### src/hdl/svpr_pkg.sv
`timescale 1ns / 1ps
`default_nettype none
// ---------------------------------------------------------------------------
// svpr_pkg: shared types and constants of the spectrum pixel renderer
// Sequencer states, controller/datapath command and status bundles, and
// the fixed constants of the distance and colour arithmetic.
// ---------------------------------------------------------------------------
package svpr_pkg;

    typedef enum logic [2:0] {
        ST_IDLE,
        ST_BAND_WR,
        ST_ITER,
        ST_SHADE,
        ST_HSV_A,
        ST_HSV_B,
        ST_DONE
    } state_t;

    typedef struct packed {
        logic load;
        logic band_wr;
        logic step;
        logic shade;
        logic hsv_a;
        logic hsv_b;
        logic emit;
    } cmd_t;

    typedef struct packed {
        logic out_free;
    } status_t;

    // transaction kinds carried on func
    localparam logic FUNC_WRITE = 1'b0;
    localparam logic FUNC_QUERY = 1'b1;

    // display_style codes
    localparam logic STYLE_BARS   = 1'b0;
    localparam logic STYLE_RADIAL = 1'b1;

    // integer square root: 12 two-bit steps over a 24-bit radicand
    localparam int SQRT_STEPS = 12;
    localparam int SQ_W       = 24;
    localparam int DIST_W     = 12;

    localparam logic [7:0] FULL_VALUE = 8'd255;
    localparam logic [7:0] GLOW_VALUE = 8'd50;
    localparam logic [7:0] EDGE_GAIN  = 8'd200;
    localparam int         HUE_SPAN   = 43;

endpackage : svpr_pkg
`default_nettype wire

### src/hdl/spectrum_visualizer_pixel_renderer_core.sv
`timescale 1ns / 1ps
`default_nettype none
// ---------------------------------------------------------------------------
// spectrum_visualizer_pixel_renderer_core: spectrum pixel renderer
// Band store plus pixel colour engine for a 16x16 bars or radial display.
//
// Input channel (in_valid/in_stall): func selects a band write or a pixel
// query. A band write is accepted and then stored in ST_BAND_WR; it returns
// nothing. A pixel query is accepted, latching the band average, then runs
// 12 steps of the distance root, shading and two HSV stages, and last moves
// the pixel into the output register. One transaction is worked at a time.
// Output channel (out_valid/out_stall): one pixel per query, held in an
// output register, so the next item is accepted while a pixel waits; a
// finished query waits in the sequencer only if that register is still
// full and stalled. The APB register display_style (address 0) picks bars
// or radial mode; the user must write it only while the block is idle, and
// the block itself does not enforce this. Reset clears the band valid bits
// (all bands then read zero), the total, the mode and the output valid.
// ---------------------------------------------------------------------------
module spectrum_visualizer_pixel_renderer_core #(
    parameter int BAND_COUNT  = 16,
    parameter int LEVEL_LIMIT = 16
) (
    input  logic        clk,
    input  logic        rst_n,
    input  logic        psel,
    input  logic        penable,
    input  logic        pwrite,
    input  logic [2:0]  paddr,
    input  logic [31:0] pwdata,
    output logic [31:0] prdata,
    output logic        pready,
    input  logic        in_valid,
    output logic        in_stall,
    input  logic        func,
    input  logic [3:0]  band_index,
    input  logic [7:0]  band_level,
    input  logic [3:0]  pixel_x,
    input  logic [3:0]  pixel_y,
    input  logic [7:0]  hue_phase,
    output logic        out_valid,
    input  logic        out_stall,
    output logic [7:0]  pixel_red,
    output logic [7:0]  pixel_green,
    output logic [7:0]  pixel_blue,
    output logic        pixel_lit
);
    import svpr_pkg::*;

    localparam int STEP_COUNT = SQRT_STEPS;

    localparam logic REG_DISPLAY_STYLE = 1'b0;

    // ---------------- configuration register ----------------
    logic style_reg;
    logic style_next;
    logic cfg_write;

    assign pready    = 1'b1;
    assign cfg_write = psel && penable && pwrite && pready;

    always_comb
    begin
        style_next = style_reg;
        if (cfg_write && (paddr[2] == REG_DISPLAY_STYLE))
            style_next = pwdata[0];
    end

    always_ff @(posedge clk or negedge rst_n)
    begin
        if (!rst_n)
            style_reg <= STYLE_BARS;
        else
            style_reg <= style_next;
    end

    assign prdata = (paddr[2] == REG_DISPLAY_STYLE) ? {31'b0, style_reg} : '0;

    // ---------------- controller and datapath ----------------
    cmd_t    cmd;
    status_t status;

    svpr_ctrl #(
        .STEP_COUNT (STEP_COUNT)
    ) u_ctrl (
        .clk      (clk),
        .rst_n    (rst_n),
        .in_valid (in_valid),
        .func     (func),
        .in_stall (in_stall),
        .status   (status),
        .cmd      (cmd)
    );

    svpr_dp #(
        .BAND_COUNT  (BAND_COUNT),
        .LEVEL_LIMIT (LEVEL_LIMIT)
    ) u_dp (
        .clk           (clk),
        .rst_n         (rst_n),
        .cmd           (cmd),
        .status        (status),
        .display_style (style_reg),
        .func          (func),
        .band_index    (band_index),
        .band_level    (band_level),
        .pixel_x       (pixel_x),
        .pixel_y       (pixel_y),
        .hue_phase     (hue_phase),
        .out_stall     (out_stall),
        .out_valid     (out_valid),
        .pixel_red     (pixel_red),
        .pixel_green   (pixel_green),
        .pixel_blue    (pixel_blue),
        .pixel_lit     (pixel_lit)
    );

endmodule : spectrum_visualizer_pixel_renderer_core
`default_nettype wire

### src/hdl/svpr_ctrl.sv
`timescale 1ns / 1ps
`default_nettype none
// ---------------------------------------------------------------------------
// svpr_ctrl: sequencer of the spectrum pixel renderer
// Accepts one transaction at a time and steps the datapath through the
// band update or through the distance root iterations, shading and colour
// stages.
// ---------------------------------------------------------------------------
module svpr_ctrl #(
    parameter int STEP_COUNT = 12
) (
    input  logic              clk,
    input  logic              rst_n,
    input  logic              in_valid,
    input  logic              func,
    output logic              in_stall,
    input  svpr_pkg::status_t status,
    output svpr_pkg::cmd_t    cmd
);
    import svpr_pkg::*;

    localparam int CNT_W = $clog2(STEP_COUNT);

    state_t             state_reg;
    state_t             state_next;
    logic [CNT_W-1:0]   cnt_reg;
    logic [CNT_W-1:0]   cnt_next;

    always_ff @(posedge clk or negedge rst_n)
    begin
        if (!rst_n)
        begin
            state_reg <= ST_IDLE;
            cnt_reg   <= '0;
        end
        else
        begin
            state_reg <= state_next;
            cnt_reg   <= cnt_next;
        end
    end

    always_comb
    begin
        state_next = state_reg;
        cnt_next   = cnt_reg;
        cmd        = '0;
        in_stall   = 1'b1;
        case (state_reg)
            ST_IDLE:
            begin
                in_stall = 1'b0;
                if (in_valid)
                begin
                    cmd.load = 1'b1;
                    cnt_next = '0;
                    if (func == FUNC_QUERY)
                        state_next = ST_ITER;
                    else
                        state_next = ST_BAND_WR;
                end
            end
            ST_BAND_WR:
            begin
                cmd.band_wr = 1'b1;
                state_next  = ST_IDLE;
            end
            ST_ITER:
            begin
                cmd.step = 1'b1;
                if (cnt_reg == CNT_W'(STEP_COUNT - 1))
                    state_next = ST_SHADE;
                else
                    cnt_next = cnt_reg + 1'b1;
            end
            ST_SHADE:
            begin
                cmd.shade  = 1'b1;
                state_next = ST_HSV_A;
            end
            ST_HSV_A:
            begin
                cmd.hsv_a  = 1'b1;
                state_next = ST_HSV_B;
            end
            ST_HSV_B:
            begin
                cmd.hsv_b  = 1'b1;
                state_next = ST_DONE;
            end
            ST_DONE:
            begin
                // hold the finished pixel until the output register frees up
                if (status.out_free)
                begin
                    cmd.emit   = 1'b1;
                    state_next = ST_IDLE;
                end
            end
            default:
            begin
                state_next = ST_IDLE;
            end
        endcase
    end

endmodule : svpr_ctrl
`default_nettype wire

### src/hdl/svpr_dp.sv
`timescale 1ns / 1ps
`default_nettype none
// ---------------------------------------------------------------------------
// svpr_dp: datapath of the spectrum pixel renderer
// Band level memory and running total, reciprocal average, iterative
// square root, pixel shading, two-stage HSV to RGB and the output register.
// ---------------------------------------------------------------------------
module svpr_dp #(
    parameter int BAND_COUNT  = 16,
    parameter int LEVEL_LIMIT = 16
) (
    input  logic              clk,
    input  logic              rst_n,
    input  svpr_pkg::cmd_t    cmd,
    output svpr_pkg::status_t status,
    input  logic              display_style,
    input  logic              func,
    input  logic [3:0]        band_index,
    input  logic [7:0]        band_level,
    input  logic [3:0]        pixel_x,
    input  logic [3:0]        pixel_y,
    input  logic [7:0]        hue_phase,
    input  logic              out_stall,
    output logic              out_valid,
    output logic [7:0]        pixel_red,
    output logic [7:0]        pixel_green,
    output logic [7:0]        pixel_blue,
    output logic              pixel_lit
);
    import svpr_pkg::*;

    localparam int LW    = $clog2(LEVEL_LIMIT + 1);
    localparam int BW    = $clog2(BAND_COUNT);
    localparam int TW    = $clog2(BAND_COUNT * LEVEL_LIMIT + 1);
    localparam int XW    = ((BW > 4) ? BW : 4) + 1;
    localparam int RW    = LW + 7;
    localparam int CMP_W = ((RW > DIST_W) ? RW : DIST_W) + 2;

    // total / BAND_COUNT as (total * RECIP) >> RECIP_SH, exact for every total
    localparam int RECIP_SH = TW + BW;
    localparam int RECIP_W  = TW + 2;
    localparam int PROD_W   = TW + RECIP_W;
    localparam logic [RECIP_W-1:0] RECIP =
        RECIP_W'(((64'd1 << RECIP_SH) + 64'(BAND_COUNT) - 64'd1) / 64'(BAND_COUNT));

    typedef enum logic [2:0] {
        SEC_RED,
        SEC_YELLOW,
        SEC_GREEN,
        SEC_CYAN,
        SEC_BLUE,
        SEC_MAGENTA
    } sector_t;

    // ---------------- input capture and band memory ----------------
    logic [XW-1:0]   idx_ext;
    logic [XW-1:0]   x_ext;
    logic            idx_ok;
    logic            x_ok;
    logic [BW-1:0]   rd_addr;
    logic [LW-1:0]   lvl_clamped;

    assign idx_ext     = XW'(band_index);
    assign x_ext       = XW'(pixel_x);
    assign idx_ok      = idx_ext < XW'(BAND_COUNT);
    assign x_ok        = x_ext < XW'(BAND_COUNT);
    assign lvl_clamped = (band_level > 8'(LEVEL_LIMIT)) ? LW'(LEVEL_LIMIT) : LW'(band_level);

    always_comb
    begin
        if (func == FUNC_QUERY)
            rd_addr = x_ok ? BW'(pixel_x) : '0;
        else
            rd_addr = idx_ok ? BW'(band_index) : '0;
    end

    logic [BW-1:0]   wr_addr_reg;
    logic            wr_ok_reg;
    logic [LW-1:0]   wr_lvl_reg;
    logic [3:0]      x_reg;
    logic [3:0]      y_reg;
    logic            x_ok_reg;
    logic [7:0]      phase_reg;
    logic [LW-1:0]   rd_data_reg;
    logic            rd_vld_reg;

    logic [LW-1:0]   band_mem [BAND_COUNT];
    logic [BAND_COUNT-1:0] vld_reg;
    logic [BAND_COUNT-1:0] vld_next;
    logic [TW-1:0]   total_reg;
    logic [TW-1:0]   total_next;
    logic [LW-1:0]   level;

    always_ff @(posedge clk)
    begin
        if (cmd.load)
        begin
            wr_addr_reg <= rd_addr;
            wr_ok_reg   <= idx_ok;
            wr_lvl_reg  <= lvl_clamped;
            x_reg       <= pixel_x;
            y_reg       <= pixel_y;
            x_ok_reg    <= x_ok;
            phase_reg   <= hue_phase;
            rd_data_reg <= band_mem[rd_addr];
            rd_vld_reg  <= vld_reg[rd_addr];
        end
        if (cmd.band_wr && wr_ok_reg)
            band_mem[wr_addr_reg] <= wr_lvl_reg;
    end

    // never-written bands read as zero
    assign level = rd_vld_reg ? rd_data_reg : '0;

    always_comb
    begin
        vld_next   = vld_reg;
        total_next = total_reg;
        if (cmd.band_wr && wr_ok_reg)
        begin
            vld_next[wr_addr_reg] = 1'b1;
            total_next = total_reg - TW'(level) + TW'(wr_lvl_reg);
        end
    end

    always_ff @(posedge clk or negedge rst_n)
    begin
        if (!rst_n)
        begin
            vld_reg   <= '0;
            total_reg <= '0;
        end
        else
        begin
            vld_reg   <= vld_next;
            total_reg <= total_next;
        end
    end

    // ---------------- band average and distance root ----------------
    logic [3:0]      ax;
    logic [3:0]      ay;
    logic [8:0]      sq_sum;
    logic [PROD_W-1:0] avg_prod;
    logic [LW-1:0]   avg_reg;
    logic [SQ_W-1:0] n_reg;
    logic [SQ_W-1:0] root_reg;
    logic [SQ_W-1:0] bit_reg;
    logic [SQ_W-1:0] root_plus_bit;

    // |2x - 15| is odd: low three bits of x or their complement, then a one
    assign ax     = {pixel_x[3] ? pixel_x[2:0] : ~pixel_x[2:0], 1'b1};
    assign ay     = {pixel_y[3] ? pixel_y[2:0] : ~pixel_y[2:0], 1'b1};
    assign sq_sum = 9'(ax * ax) + 9'(ay * ay);

    assign avg_prod      = PROD_W'(total_reg) * PROD_W'(RECIP);
    assign root_plus_bit = root_reg + bit_reg;

    always_ff @(posedge clk)
    begin
        if (cmd.load)
        begin
            avg_reg  <= avg_prod[RECIP_SH +: LW];
            n_reg    <= SQ_W'({sq_sum, 14'b0});
            root_reg <= '0;
            bit_reg  <= SQ_W'(1) << (2 * (SQRT_STEPS - 1));
        end
        else if (cmd.step)
        begin
            // digit-by-digit root; idle once the bit has run out
            if (bit_reg != '0)
            begin
                if (n_reg >= root_plus_bit)
                begin
                    n_reg    <= n_reg - root_plus_bit;
                    root_reg <= (root_reg >> 1) + bit_reg;
                end
                else
                begin
                    root_reg <= root_reg >> 1;
                end
                bit_reg <= bit_reg >> 2;
            end
        end
    end

    // ---------------- shading ----------------
    logic [3:0]       row_up;
    logic [11:0]      hue_scaled;
    logic [LW-1:0]    avg;
    logic [CMP_W-1:0] rad_w;
    logic [CMP_W-1:0] dist_w;
    logic [7:0]       excess;
    logic [15:0]      edge_prod;
    logic             lit_s;
    logic [7:0]       hue_s;
    logic [7:0]       val_s;
    logic             lit_reg;
    logic [7:0]       hue_reg;
    logic [7:0]       val_reg;

    assign row_up     = ~y_reg;
    assign hue_scaled = {x_reg, 8'b0} - 12'(x_reg);
    assign avg        = avg_reg;
    assign rad_w      = CMP_W'({avg, 7'b0});
    assign dist_w     = CMP_W'(root_reg[DIST_W-1:0]);
    assign excess     = 8'(dist_w - rad_w);
    assign edge_prod  = 16'(excess) * 16'(EDGE_GAIN);

    always_comb
    begin
        lit_s = 1'b0;
        hue_s = '0;
        val_s = '0;
        if (display_style == STYLE_BARS)
        begin
            if (x_ok_reg && (9'(row_up) < 9'(level)))
            begin
                lit_s = 1'b1;
                hue_s = hue_scaled[11:4];
                val_s = FULL_VALUE;
            end
        end
        else
        begin
            hue_s = phase_reg;
            if (dist_w < rad_w)
            begin
                lit_s = 1'b1;
                val_s = FULL_VALUE;
            end
            else if (dist_w < rad_w + CMP_W'(256))
            begin
                lit_s = 1'b1;
                val_s = FULL_VALUE - edge_prod[15:8];
            end
            else if ((dist_w < rad_w + CMP_W'(768)) && !(x_reg[0] ^ y_reg[0])
                     && (rad_w > CMP_W'(512)))
            begin
                lit_s = 1'b1;
                val_s = GLOW_VALUE;
            end
        end
    end

    always_ff @(posedge clk)
    begin
        if (cmd.shade)
        begin
            lit_reg <= lit_s;
            hue_reg <= hue_s;
            val_reg <= val_s;
        end
    end

    // ---------------- HSV to RGB, full saturation ----------------
    sector_t    sector_s;
    logic [7:0] sector_base;
    logic [5:0] hue_off;
    logic [7:0] frac;
    logic [7:0] frac_inv;
    logic [15:0] q_scale;
    logic [15:0] t_scale;
    sector_t    sector_reg;
    logic [7:0] kq_reg;
    logic [7:0] kt_reg;

    always_comb
    begin
        if (hue_reg < 8'(HUE_SPAN))
            sector_s = SEC_RED;
        else if (hue_reg < 8'(2 * HUE_SPAN))
            sector_s = SEC_YELLOW;
        else if (hue_reg < 8'(3 * HUE_SPAN))
            sector_s = SEC_GREEN;
        else if (hue_reg < 8'(4 * HUE_SPAN))
            sector_s = SEC_CYAN;
        else if (hue_reg < 8'(5 * HUE_SPAN))
            sector_s = SEC_BLUE;
        else
            sector_s = SEC_MAGENTA;
    end

    always_comb
    begin
        case (sector_s)
            SEC_RED:     sector_base = 8'(0);
            SEC_YELLOW:  sector_base = 8'(HUE_SPAN);
            SEC_GREEN:   sector_base = 8'(2 * HUE_SPAN);
            SEC_CYAN:    sector_base = 8'(3 * HUE_SPAN);
            SEC_BLUE:    sector_base = 8'(4 * HUE_SPAN);
            default:     sector_base = 8'(5 * HUE_SPAN);
        endcase
    end

    assign hue_off  = 6'(hue_reg - sector_base);
    assign frac     = 8'(hue_off) * 8'd6;
    assign frac_inv = 8'd255 - frac;
    assign q_scale  = {frac, 8'b0} - 16'(frac);
    assign t_scale  = {frac_inv, 8'b0} - 16'(frac_inv);

    always_ff @(posedge clk)
    begin
        if (cmd.hsv_a)
        begin
            sector_reg <= sector_s;
            kq_reg     <= 8'd255 - q_scale[15:8];
            kt_reg     <= 8'd255 - t_scale[15:8];
        end
    end

    logic [15:0] q_prod;
    logic [15:0] t_prod;
    logic [7:0]  q_val;
    logic [7:0]  t_val;
    logic [7:0]  red_s;
    logic [7:0]  green_s;
    logic [7:0]  blue_s;
    logic [7:0]  red_reg;
    logic [7:0]  green_reg;
    logic [7:0]  blue_reg;
    logic        lit_fin_reg;

    assign q_prod = 16'(val_reg) * 16'(kq_reg);
    assign t_prod = 16'(val_reg) * 16'(kt_reg);
    assign q_val  = q_prod[15:8];
    assign t_val  = t_prod[15:8];

    always_comb
    begin
        red_s   = '0;
        green_s = '0;
        blue_s  = '0;
        if (lit_reg)
        begin
            case (sector_reg)
                SEC_RED:
                begin
                    red_s   = val_reg;
                    green_s = t_val;
                end
                SEC_YELLOW:
                begin
                    red_s   = q_val;
                    green_s = val_reg;
                end
                SEC_GREEN:
                begin
                    green_s = val_reg;
                    blue_s  = t_val;
                end
                SEC_CYAN:
                begin
                    green_s = q_val;
                    blue_s  = val_reg;
                end
                SEC_BLUE:
                begin
                    red_s   = t_val;
                    blue_s  = val_reg;
                end
                default:
                begin
                    red_s   = val_reg;
                    blue_s  = q_val;
                end
            endcase
        end
    end

    always_ff @(posedge clk)
    begin
        if (cmd.hsv_b)
        begin
            red_reg     <= red_s;
            green_reg   <= green_s;
            blue_reg    <= blue_s;
            lit_fin_reg <= lit_reg;
        end
    end

    // ---------------- output register ----------------
    logic        out_valid_reg;
    logic        out_valid_next;
    logic [7:0]  out_red_reg;
    logic [7:0]  out_green_reg;
    logic [7:0]  out_blue_reg;
    logic        out_lit_reg;

    assign status.out_free = !out_valid_reg || !out_stall;
    assign out_valid_next  = cmd.emit || (out_valid_reg && out_stall);

    always_ff @(posedge clk or negedge rst_n)
    begin
        if (!rst_n)
            out_valid_reg <= 1'b0;
        else
            out_valid_reg <= out_valid_next;
    end

    always_ff @(posedge clk)
    begin
        if (cmd.emit)
        begin
            out_red_reg   <= red_reg;
            out_green_reg <= green_reg;
            out_blue_reg  <= blue_reg;
            out_lit_reg   <= lit_fin_reg;
        end
    end

    assign out_valid   = out_valid_reg;
    assign pixel_red   = out_red_reg;
    assign pixel_green = out_green_reg;
    assign pixel_blue  = out_blue_reg;
    assign pixel_lit   = out_lit_reg;

endmodule : svpr_dp
`default_nettype wire
### config.mk
export PLATFORM = sky130hd
export DESIGN_NAME = spectrum_visualizer_pixel_renderer_core
export DESIGN_NICKNAME = d
export VERILOG_FILES = /design/src/hdl/svpr_pkg.sv /design/src/hdl/spectrum_visualizer_pixel_renderer_core.sv /design/src/hdl/svpr_ctrl.sv /design/src/hdl/svpr_dp.sv
export SDC_FILE = /design/constraint.sdc
export NUM_CORES = 1
export LEC_CHECK = 0
export BUFFER_PORTS_ARGS = -buffer_cell sky130_fd_sc_hd__buf_2
export CAP_MARGIN = 30
export CORE_MARGIN = 2
export CORE_UTILIZATION = 40
export DETAILED_ROUTE_END_ITERATION = 16
export MAX_ROUTING_LAYER = met4
export SLEW_MARGIN = 20
export SYNTH_ARGS = -nofsm -noshare
export SYNTH_HDL_FRONTEND = slang
export SYNTH_HIERARCHICAL = 1
export SYNTH_SLANG_ARGS = --single-unit
### constraint.sdc
create_clock -name clk -period 8 [get_ports clk]
set_input_delay 1.6 -clock clk [delete_from_list [all_inputs] [get_ports clk]]
set_output_delay 1.6 -clock clk [all_outputs]
set_load 0.01 [all_outputs]
==> results of run 1 <==
-- synth_stat cells (all sizes together), types with 51 or more instances --
cell,number,area share (%)
a21oi,126,3.0
and2,64,1.9
buf,51,1.6
clkbuf,59,1.0
dfxtp,51,4.8
edfxtp,210,30
fa,91,8.6
ha,200,12
inv,212,3.7
nand2,275,4.9
nor2,115,2.0
o21ai,76,1.8
xnor2,69,2.8
-- per-layer routing --
metal	wire length [um]	vias to the layer above
li1	-	7620
met1	20800	7534
met2	23200	311
met3	1870	81
met4	1240	0
met5	0	-
-- layout make-up --
type	count	area, sq um	share of cell area, %
inverters	214	803	3.44
flip-flops and latches	295	8180	35.0
repair buffers	85	513	2.20
well taps	688	861	3.69
clock buffers	44	920	3.94
multi-input cells	1575	11900	50.9
clock inverters	19	188	0.804
-- metrics by stage --
step | instances | setup slack, ps | area [sq um] | util, %
final | 2920 | 2170 | 23400 | 44.4
after global routing | 2920 | 1740 | 23400 | 44.4
after CTS | 2917 | 2200 | 23300 | 44.3
after floorplan | 2194 | 2580 | 21400 | -
after global placement | 2854 | 2120 | 22200 | 42.2
after detailed placement | 2854 | 2040 | 22200 | 42.2
-- kinds of logic (layout without fill, tap and decap cells) --
logic type               after synthesis  in the layout  share of synthesized area, %
AO/OA/AOI/OAI                        461            461                          14.2
XOR/XNOR                             105            105                          4.39
adder cells (fa/ha/maj)              291            291                          20.3
buffers and inverters                324            362                          6.43
flip-flops                           295            295                          38.4
multiplexers                          29             29                          1.44
other                                  2             32                        0.0353
AND/OR/NAND/NOR                      657            657                          14.7
-- worst max-delay path, cell delays in order (launching register included) --
cell,delay [ps]
edfxtp_1,960
nand2_1,180
fa_1,530
fa_1,500
inv_1,60
fa_1,500
fa_1,490
ha_1,350
a211oi_1,280
o31a_1,200
o21a_1,190
o21ai_0,130
o41ai_1,340
xnor2_1,300
a211oi_1,170
a2111oi_0,430
-- worst max path at each step --
| stage | from | endpoint | slack [ps] | cells past startpoint |
|---|---|---|---|---|
| finish | u_dp/val_reg[3]$_DFFE_PP_ | u_dp/red_reg[7]$_SDFFCE_PN0P_ | 2170 | 15 |
| global route | u_dp/val_reg[1]$_DFFE_PP_ | u_dp/red_reg[7]$_SDFFCE_PN0P_ | 1740 | 15 |
| CTS | u_dp/val_reg[1]$_DFFE_PP_ | u_dp/red_reg[7]$_SDFFCE_PN0P_ | 2200 | 15 |
| detailed placement | pixel_x[3] | u_dp/n_reg[22]$_DFFE_PP_ | 2040 | 14 |
| global placement | pixel_x[3] | u_dp/n_reg[22]$_DFFE_PP_ | 2120 | 14 |
| floorplan | pixel_y[2] | u_dp/n_reg[22]$_DFFE_PP_ | 2580 | 14 |
==> metrics, run 1 <==
status finished clean; Final Skew 26.2 ps; DR vias/cell 5.32; Max transition margin 38.1%; clock-pin slew on the worst setup and hold paths 60 ps; die width 235 um; WHS 413 ps; Critical R2R Capture u_dp/red_reg[7]$_SDFFCE_PN0P_; cells after synthesis 2164; worst reg2reg path startpoint u_dp/val_reg[3]$_DFFE_PP_; Rows 84; detailed-route via count 15500; Achievable Freq 172 MHz; max cap viols 0; Synth-to-Final Area Change 9.79%; number of enable flip-flop cells after synthesis 210; CP Data Required Time 8310 ps; min-delay src u_dp/blue_reg[6]$_SDFFCE_PN0P_; Worst Hold Class reg -> reg; Iteration-0 DRC Markers 1038; CTS resizes 0; Most used DFF post-synth edfxtp_1; Setup-failing EPs final 0; Yosys reg bits 295; GPL Wtd Cong 0.830; final setup TNS 0 ps; HPWL Detailed 33.8 mm; GR Overflow Total 0; final wirelength 47.2 mm; CORE AREA 52600 sq um; global-route wire length before repair 78.3 mm; total track usage 17.6%; initial antenna violation count 0; layout cells sized above 1 8.56%; Tmin final 5830 ps; number of global-route vias before repair 15500; Root Buffer clkbuf_16; Final Slew Violations 0; final hold vios 0; most frequent cells in the layout nand2_1, inv_1, edfxtp_1; Hold Buf Count CTS 0; wire per inst 16.2 um; max reg flops 80; period utilization 72.9%; Synth Area per Inst 9.83 sq um; port bufs 65; Die Height 235 um; setup bufs post-CTS 0; largest net degree at the start of global routing 50; Tightest Pin Transition 928 ps; Clock Sinks 295; Async SR Flop Fraction 11.5%; starting density of the core 40.5%; Num CTS Buffers 35; ant diodes 0; critical path class reg -> reg; Seq/Total Area, Yosys 38.4%; Worst Path Max Fanout 22; unrepaired setup endpoints after global routing false; met1 Track Usage GR 22.0%; flop-to-flop setup slack 2170 ps; Worst Hold End u_dp/pixel_blue[6]$_DFFE_PP_; most common cell after layout, fill and taps aside nand2_1; Synth cell types 90; Pre-Repair DR Iteration Count 5; I/O Pins 131; Nets 2568; H-tree lvl count 2; clock buffer depth 3; CTS tree built; M3 GR Usage 2.36%; GRT Max-Usage Layer met2; worst skew pair latency 550 ps; DRC 0; WHS Path Cells 0; Arr. time, crit path 6140 ps; Crit. End Element register; Worst setup SP type register; Die Area 55000 sq um; Post-Syn Area 21300 sq um; R2R cell count 15; YS warnings 6; Fillers 5030; met2 usage 29.6%; Final ANT Viol Nets 0
Power of run 1 is not shown: default switching activity piles up to over one toggle a cycle in this logic, so the estimate is an artifact.
==> run 2, diff against run 1 <==
==> constraint.sdc (replaced) <==
create_clock -name clk -period 5.34 [get_ports clk]
set_input_delay 1.068 -clock clk [delete_from_list [all_inputs] [get_ports clk]]
set_output_delay 1.068 -clock clk [all_outputs]
set_load 0.01 [all_outputs]
==> run 2 against run 1 <==
Effect of this change:
- global-route usage up 0.34 points
- hold slack improved by 4.2 ps
- highest routed layer unchanged
- first-iteration DRC count grew 0.29%
- critical path depth up 1
- design area increased by 2.3%
- via count increased by 1.2%
- cell count increased by 1.9%
- worst setup slack worse by 2000 ps
- count of clock-buffer cells in the layout shrank 4
- core utilization is 1.0 points higher
==> metrics, run 2 (synthesis gave the netlist of run 1 again) <==
design area 23900 sq um; wire per inst 16.3 um; CTS tree built; largest net degree at the start of global routing 49; Crit. End Element register; Tmin final 5130 ps; Final ANT Viol Nets 0; slowest cell delay on critical path 520 ps; layout cells sized above 1 11.4%; worst reg2reg path startpoint u_dp/val_reg[3]$_DFFE_PP_; Crit. Startpoint u_dp/val_reg[3]$_DFFE_PP_; unrepaired setup endpoints after global routing true; Setup-failing EPs final 0; Tightest Pin Transition 905 ps; Nets 2624; met2 usage 30.3%; Pre-Repair DR Iteration Count 5; most common cell after layout, fill and taps aside nand2_1; Num CTS Buffers 35; ant diodes 0; final setup TNS 0 ps; period utilization 96.1%; Final Skew 25.7 ps; die width 235 um; Die Area 55000 sq um; GPL Wtd Cong 0.851; Worst setup SP type register; Hold Buf Count CTS 0; met1 Track Usage GR 22.7%; port bufs 65; I/O Pins 131; Achievable Freq 195 MHz; crit path cell chain buf_4 -> buf_4 -> nand2_1 -> fa_1 -> inv_1 -> fa_1 -> fa_1 -> fa_1 -> ha_1 -> o2111ai_1 -> o21a_1 -> o21ai_0 -> o41ai_2 -> xnor2_1 -> a211oi_1 -> a2111oi_2; Rows 84; most frequent cells in the layout nand2_1, inv_1, edfxtp_1; GRT Max-Usage Layer met2; detailed-route via count 15700; H-tree lvl count 2; DR vias/cell 5.29; starting density of the core 40.5%; most frequent cell on the critical path fa_1; initial antenna violation count 0; Worst Path Max Fanout 8; M3 GR Usage 2.48%; status finished clean; Final Slew Violations 0; DP Worst Slack -148 ps; worst skew pair latency 560 ps; Arr. time, crit path 5470 ps; global-route wire length before repair 79.9 mm; CORE AREA 52600 sq um; GR Overflow Total 0; Root Buffer clkbuf_16; crit-path leading delay family adder cells; DP Area 22600 sq um; total track usage 18.0%; HPWL Detailed 34.9 mm; critical path's slowest cell edfxtp_1; Worst Hold Class reg -> reg; max reg flops 80; final wirelength 48.4 mm; Synth-to-Final Area Change 12.3%; worst setup margin 210 ps; CP Data Required Time 5680 ps; number of global-route vias before repair 15600; Iteration-0 DRC Markers 1041; min-delay src u_dp/red_reg[7]$_SDFFCE_PN0P_; Clock Sinks 295; max cap viols 0; Crit path buffers/inverters 3; DRC 0; Die Height 235 um; clock-pin slew on the worst setup and hold paths 60 ps; critical path class reg -> reg; final hold vios 0; clock buffer depth 3; Max transition margin 39.6%
## run 2: per-stage QoR
step | std cells | hold slack (ps) | utilization (%)
floorplan | 2194 | 400 | -
global placement | 2901 | 405 | 42.9
detailed placement | 2903 | 405 | 42.9
CTS | 2966 | 418 | 45.2
global route | 2976 | 426 | 45.5
finish | 2976 | 417 | 45.5
## run 2: worst reg2reg max path: cells and delay by family, from the launching register on
family	cells	cell delay, ps
adder cells (fa/ha/maj)	5	2360
XOR/XNOR	1	310
AND/OR/NAND/NOR	1	60
flip-flops	1	520
AO/OA/AOI/OAI	6	1330
buffers and inverters	3	340
## run 2: worst paths after layout
path	depth (start not counted)	slack [ps]	to
setup / recovery	16	210	u_dp/red_reg[7]$_SDFFCE_PN0P_
hold / removal	0	420	u_dp/pixel_red[7]$_DFFE_PP_
setup reg to reg	16	210	u_dp/red_reg[7]$_SDFFCE_PN0P_
hold reg to reg	0	420	u_dp/pixel_red[7]$_DFFE_PP_
max in group asynchronous	2	4360	u_dp/total_reg[7]$_DFFE_PN0P_
min in group asynchronous	1	480	u_dp/vld_reg[0]$_DFFE_PN0P_
## run 2: area by class of cell
class	count	area, sq um
Clock inverter	23	272
Inverter	214	803
Sequential cell	295	8180
Tap cell	688	861
Clock buffer	40	895
Multi-Input combinational cell	1575	12000
Timing Repair Buffer	141	921
Fill cell	4974	28700
## run 2: timing repair
item | 4_1_cts | 5_1_grt
gates resized for setup | 4 | 8
setup buffers | 0 | 8
pin swaps | 0 | 3
setup endpoints to repair | 1 | 5
## run 2: metal layers
metal  share of wire [%]  vias up
met5                   0        -
met4                 2.0        0
met3                 3.9       66
met2                  49      298
met1                  45     7624
li1                    -     7750
Power of run 2 is left out for the same reason.
==> run 3, diff against run 2 <==
--- a/config.mk
+++ b/config.mk
@@ -11,8 +11,8 @@
 export CORE_UTILIZATION = 40
 export DETAILED_ROUTE_END_ITERATION = 16
 export MAX_ROUTING_LAYER = met4
+export RECOVER_POWER = 50
 export SLEW_MARGIN = 20
 export SYNTH_ARGS = -nofsm -noshare
 export SYNTH_HDL_FRONTEND = slang
-export SYNTH_HIERARCHICAL = 1
 export SYNTH_SLANG_ARGS = --single-unit
==> run 3 against run 2 <==
Effect of this change:
- the run now ends with capacitance limit, slew limit left
- sequential cell count unchanged
- critical endpoint is now u_dp.blue_reg[7]$_SDFFCE_PN0N_
- area after synthesis is 0.99% lower
- hold slack is essentially flat
- synthesized cell count down 0.60%
- critical path type unchanged
- highest routed layer unchanged
- clock skew decreased by 14 ps
- non-clock buffer count decreased by 20
==> metrics, run 3 <==
Post-Syn Area 21100 sq um; area leader, netlist edfxtp_1; Max transition margin -68.7%; GPL Wtd Cong 0.876; final hold vios 0; H-tree lvl count 2; slowest cell delay on critical path 540 ps; max cap viols 3; Setup crit end u_dp.blue_reg[7]$_SDFFCE_PN0N_; DP Area 22100 sq um; total track usage 18.1%; I/O Pins 131; Synth-to-Final Area Change 10.8%; Clock Sinks 295; Arr. time, crit path 5330 ps; Tightest Pin Transition 2460 ps; CTS tree built; number of enable flip-flop cells after synthesis 210; critical path's slowest cell fa_1; Fillers 5015; Hold Buf Count CTS 0; DRC 0; Pre-Repair DR Iteration Count 5; cells after synthesis 2151; Synth Area per Inst 9.79 sq um; final setup TNS 0 ps; status finished with violations; Worst Path Max Fanout 16; Crit. End Element register; crit path cell chain buf_12 -> and2_1 -> fa_1 -> inv_1 -> fa_1 -> fa_1 -> inv_1 -> fa_1 -> ha_1 -> and3_1 -> a21oi_1 -> nand3_1 -> and3_1 -> a311oi_1 -> xnor2_1 -> o21ai_0; worst reg2reg path startpoint u_dp.val_reg[2]$_DFFE_PP_; Iteration-0 DRC Markers 1131; detailed-route via count 15500; HPWL Detailed 34.5 mm; Synth top area share 29.9%; Worst setup SP type register; Die Height 233 um; ant diodes 0; YS warnings 0; Setup-failing EPs final 0; most frequent cell on the critical path fa_1; failing checks capacitance limit, slew limit; worst setup margin 295 ps; Die Area 54500 sq um; Achievable Freq 198 MHz; R2R cell count 16; top-count cell post-synth nand2_1; critical path class reg -> reg; layout cells sized above 1 8.51%; Final Skew 11.3 ps; DP Worst Slack 135 ps; Area contributors post-synth edfxtp_1, ha_1, fa_1; clock buffer depth 3; CP Data Required Time 5620 ps; Final ANT Viol Nets 0; DR vias/cell 5.28; largest net degree at the start of global routing 49; Rows 84; number of global-route vias before repair 15300; Yosys reg bits 295; design area 23300 sq um; Nets 2590; most common cell after layout, fill and taps aside nand2_1; Synth cell types 79; unrepaired setup endpoints after global routing false; Async SR Flop Fraction 11.5%; max reg flops 80; worst skew pair latency 560 ps; Seq/Total Area, Yosys 38.8%; global-route wire length before repair 77.4 mm; GR Overflow Total 0; CORE AREA 52300 sq um; min-delay src u_dp.red_reg[5]$_SDFFCE_PN0N_; Worst Hold Class reg -> reg; period utilization 94.5%; final wirelength 47.6 mm; Most used DFF post-synth edfxtp_1; Final Slew Violations 100; most frequent cells in the layout nand2_1, edfxtp_1, inv_1; Root Buffer clkbuf_16; port bufs 65; Num CTS Buffers 35; clock-pin slew on the worst setup and hold paths 60 ps; Tmin final 5050 ps; Critical R2R Capture u_dp.blue_reg[7]$_SDFFCE_PN0N_; starting density of the core 40.2%; flop-to-flop setup slack 290 ps; wire per inst 16.2 um; die width 233 um; initial antenna violation count 0; most frequent cells after synthesis nand2_1, edfxtp_1, inv_1, ha_1, nor2_1; Crit. Startpoint u_dp.val_reg[2]$_DFFE_PP_
==> run 3: changes by cell type after synthesis, moves of 11 or more <==
cell	change
nand3_1	+11
xor2_1	+11
and2_1	+19
a211oi_1	-18
nand2_1	-18
o21ai_0	+28
o21a_1	-16
o21ai_1	+19
inv_1	-11
==> run 3: how the worst min path moves through the flow <==
stage,to,cells after the start
2_1_floorplan,u_dp.pixel_blue[0]$_DFFE_PP_,0
3_3_place_gp,u_dp.pixel_blue[7]$_DFFE_PP_,0
3_5_place_dp,u_dp.pixel_red[0]$_DFFE_PP_,0
4_1_cts,u_dp.pixel_red[5]$_DFFE_PP_,0
5_1_grt,u_dp.pixel_green[7]$_DFFE_PP_,0
6_report,u_dp.pixel_red[5]$_DFFE_PP_,0
==> run 3: stage by stage <==
step	hold slack (ps)	utilization [%]	cells
after floorplan	400	-	2181
after global placement	405	42.2	2862
after detailed placement	405	42.3	2864
after CTS	419	44.4	2926
after global routing	431	44.6	2944
final	418	44.6	2944
==> run 3: kinds of logic after synthesis <==
family	Yosys count	share of synthesized area (%)
simple gates	669	15.0
compound gates	453	13.6
buf+inv	312	6.40
flops	295	38.8
fa+ha+maj	288	20.4
xor+xnor	113	4.76
mux	19	0.927
other cells	2	0.0357
==> run 3: cell type report <==
cell class	count	area, sq um	area share [%]
Multi-Input combinational cell	1574	11700	50.1
Sequential cell	295	8180	35.0
Clock buffer	43	937	4.01
Tap cell	688	861	3.69
Inverter	204	766	3.28
Timing Repair Buffer	121	698	2.99
Clock inverter	19	205	0.879
==> run 3: repair_timing <==
action / 4_1_cts / 5_1_grt
endpoints found under the hold margin: 0 / 0
setup endpoints to repair: 0 / 24
resized for setup: 0 / 6
buffers inserted: 0 / 14
==> run 3: worst max-delay path, delay by kind of cell (launching register included) <==
kind | cells | cell delay (ps)
DFF | 1 | 410
adders and majority gates | 5 | 2390
AOI/OAI and AO/OA | 3 | 700
xor gates and xnor gates | 1 | 220
and+or+nand+nor | 4 | 740
buffers and inverters | 3 | 280
==> run 3: metal layers <==
metal	share of wire, %	GRT usage (%)	vias to the layer above
met1	45	23.2	7481
met3	4.7	2.80	79
met5	0	-	-
met2	48	29.2	361
li1	-	-	7618
met4	2.7	6.74	0
Power of run 3 is left out for the same reason.
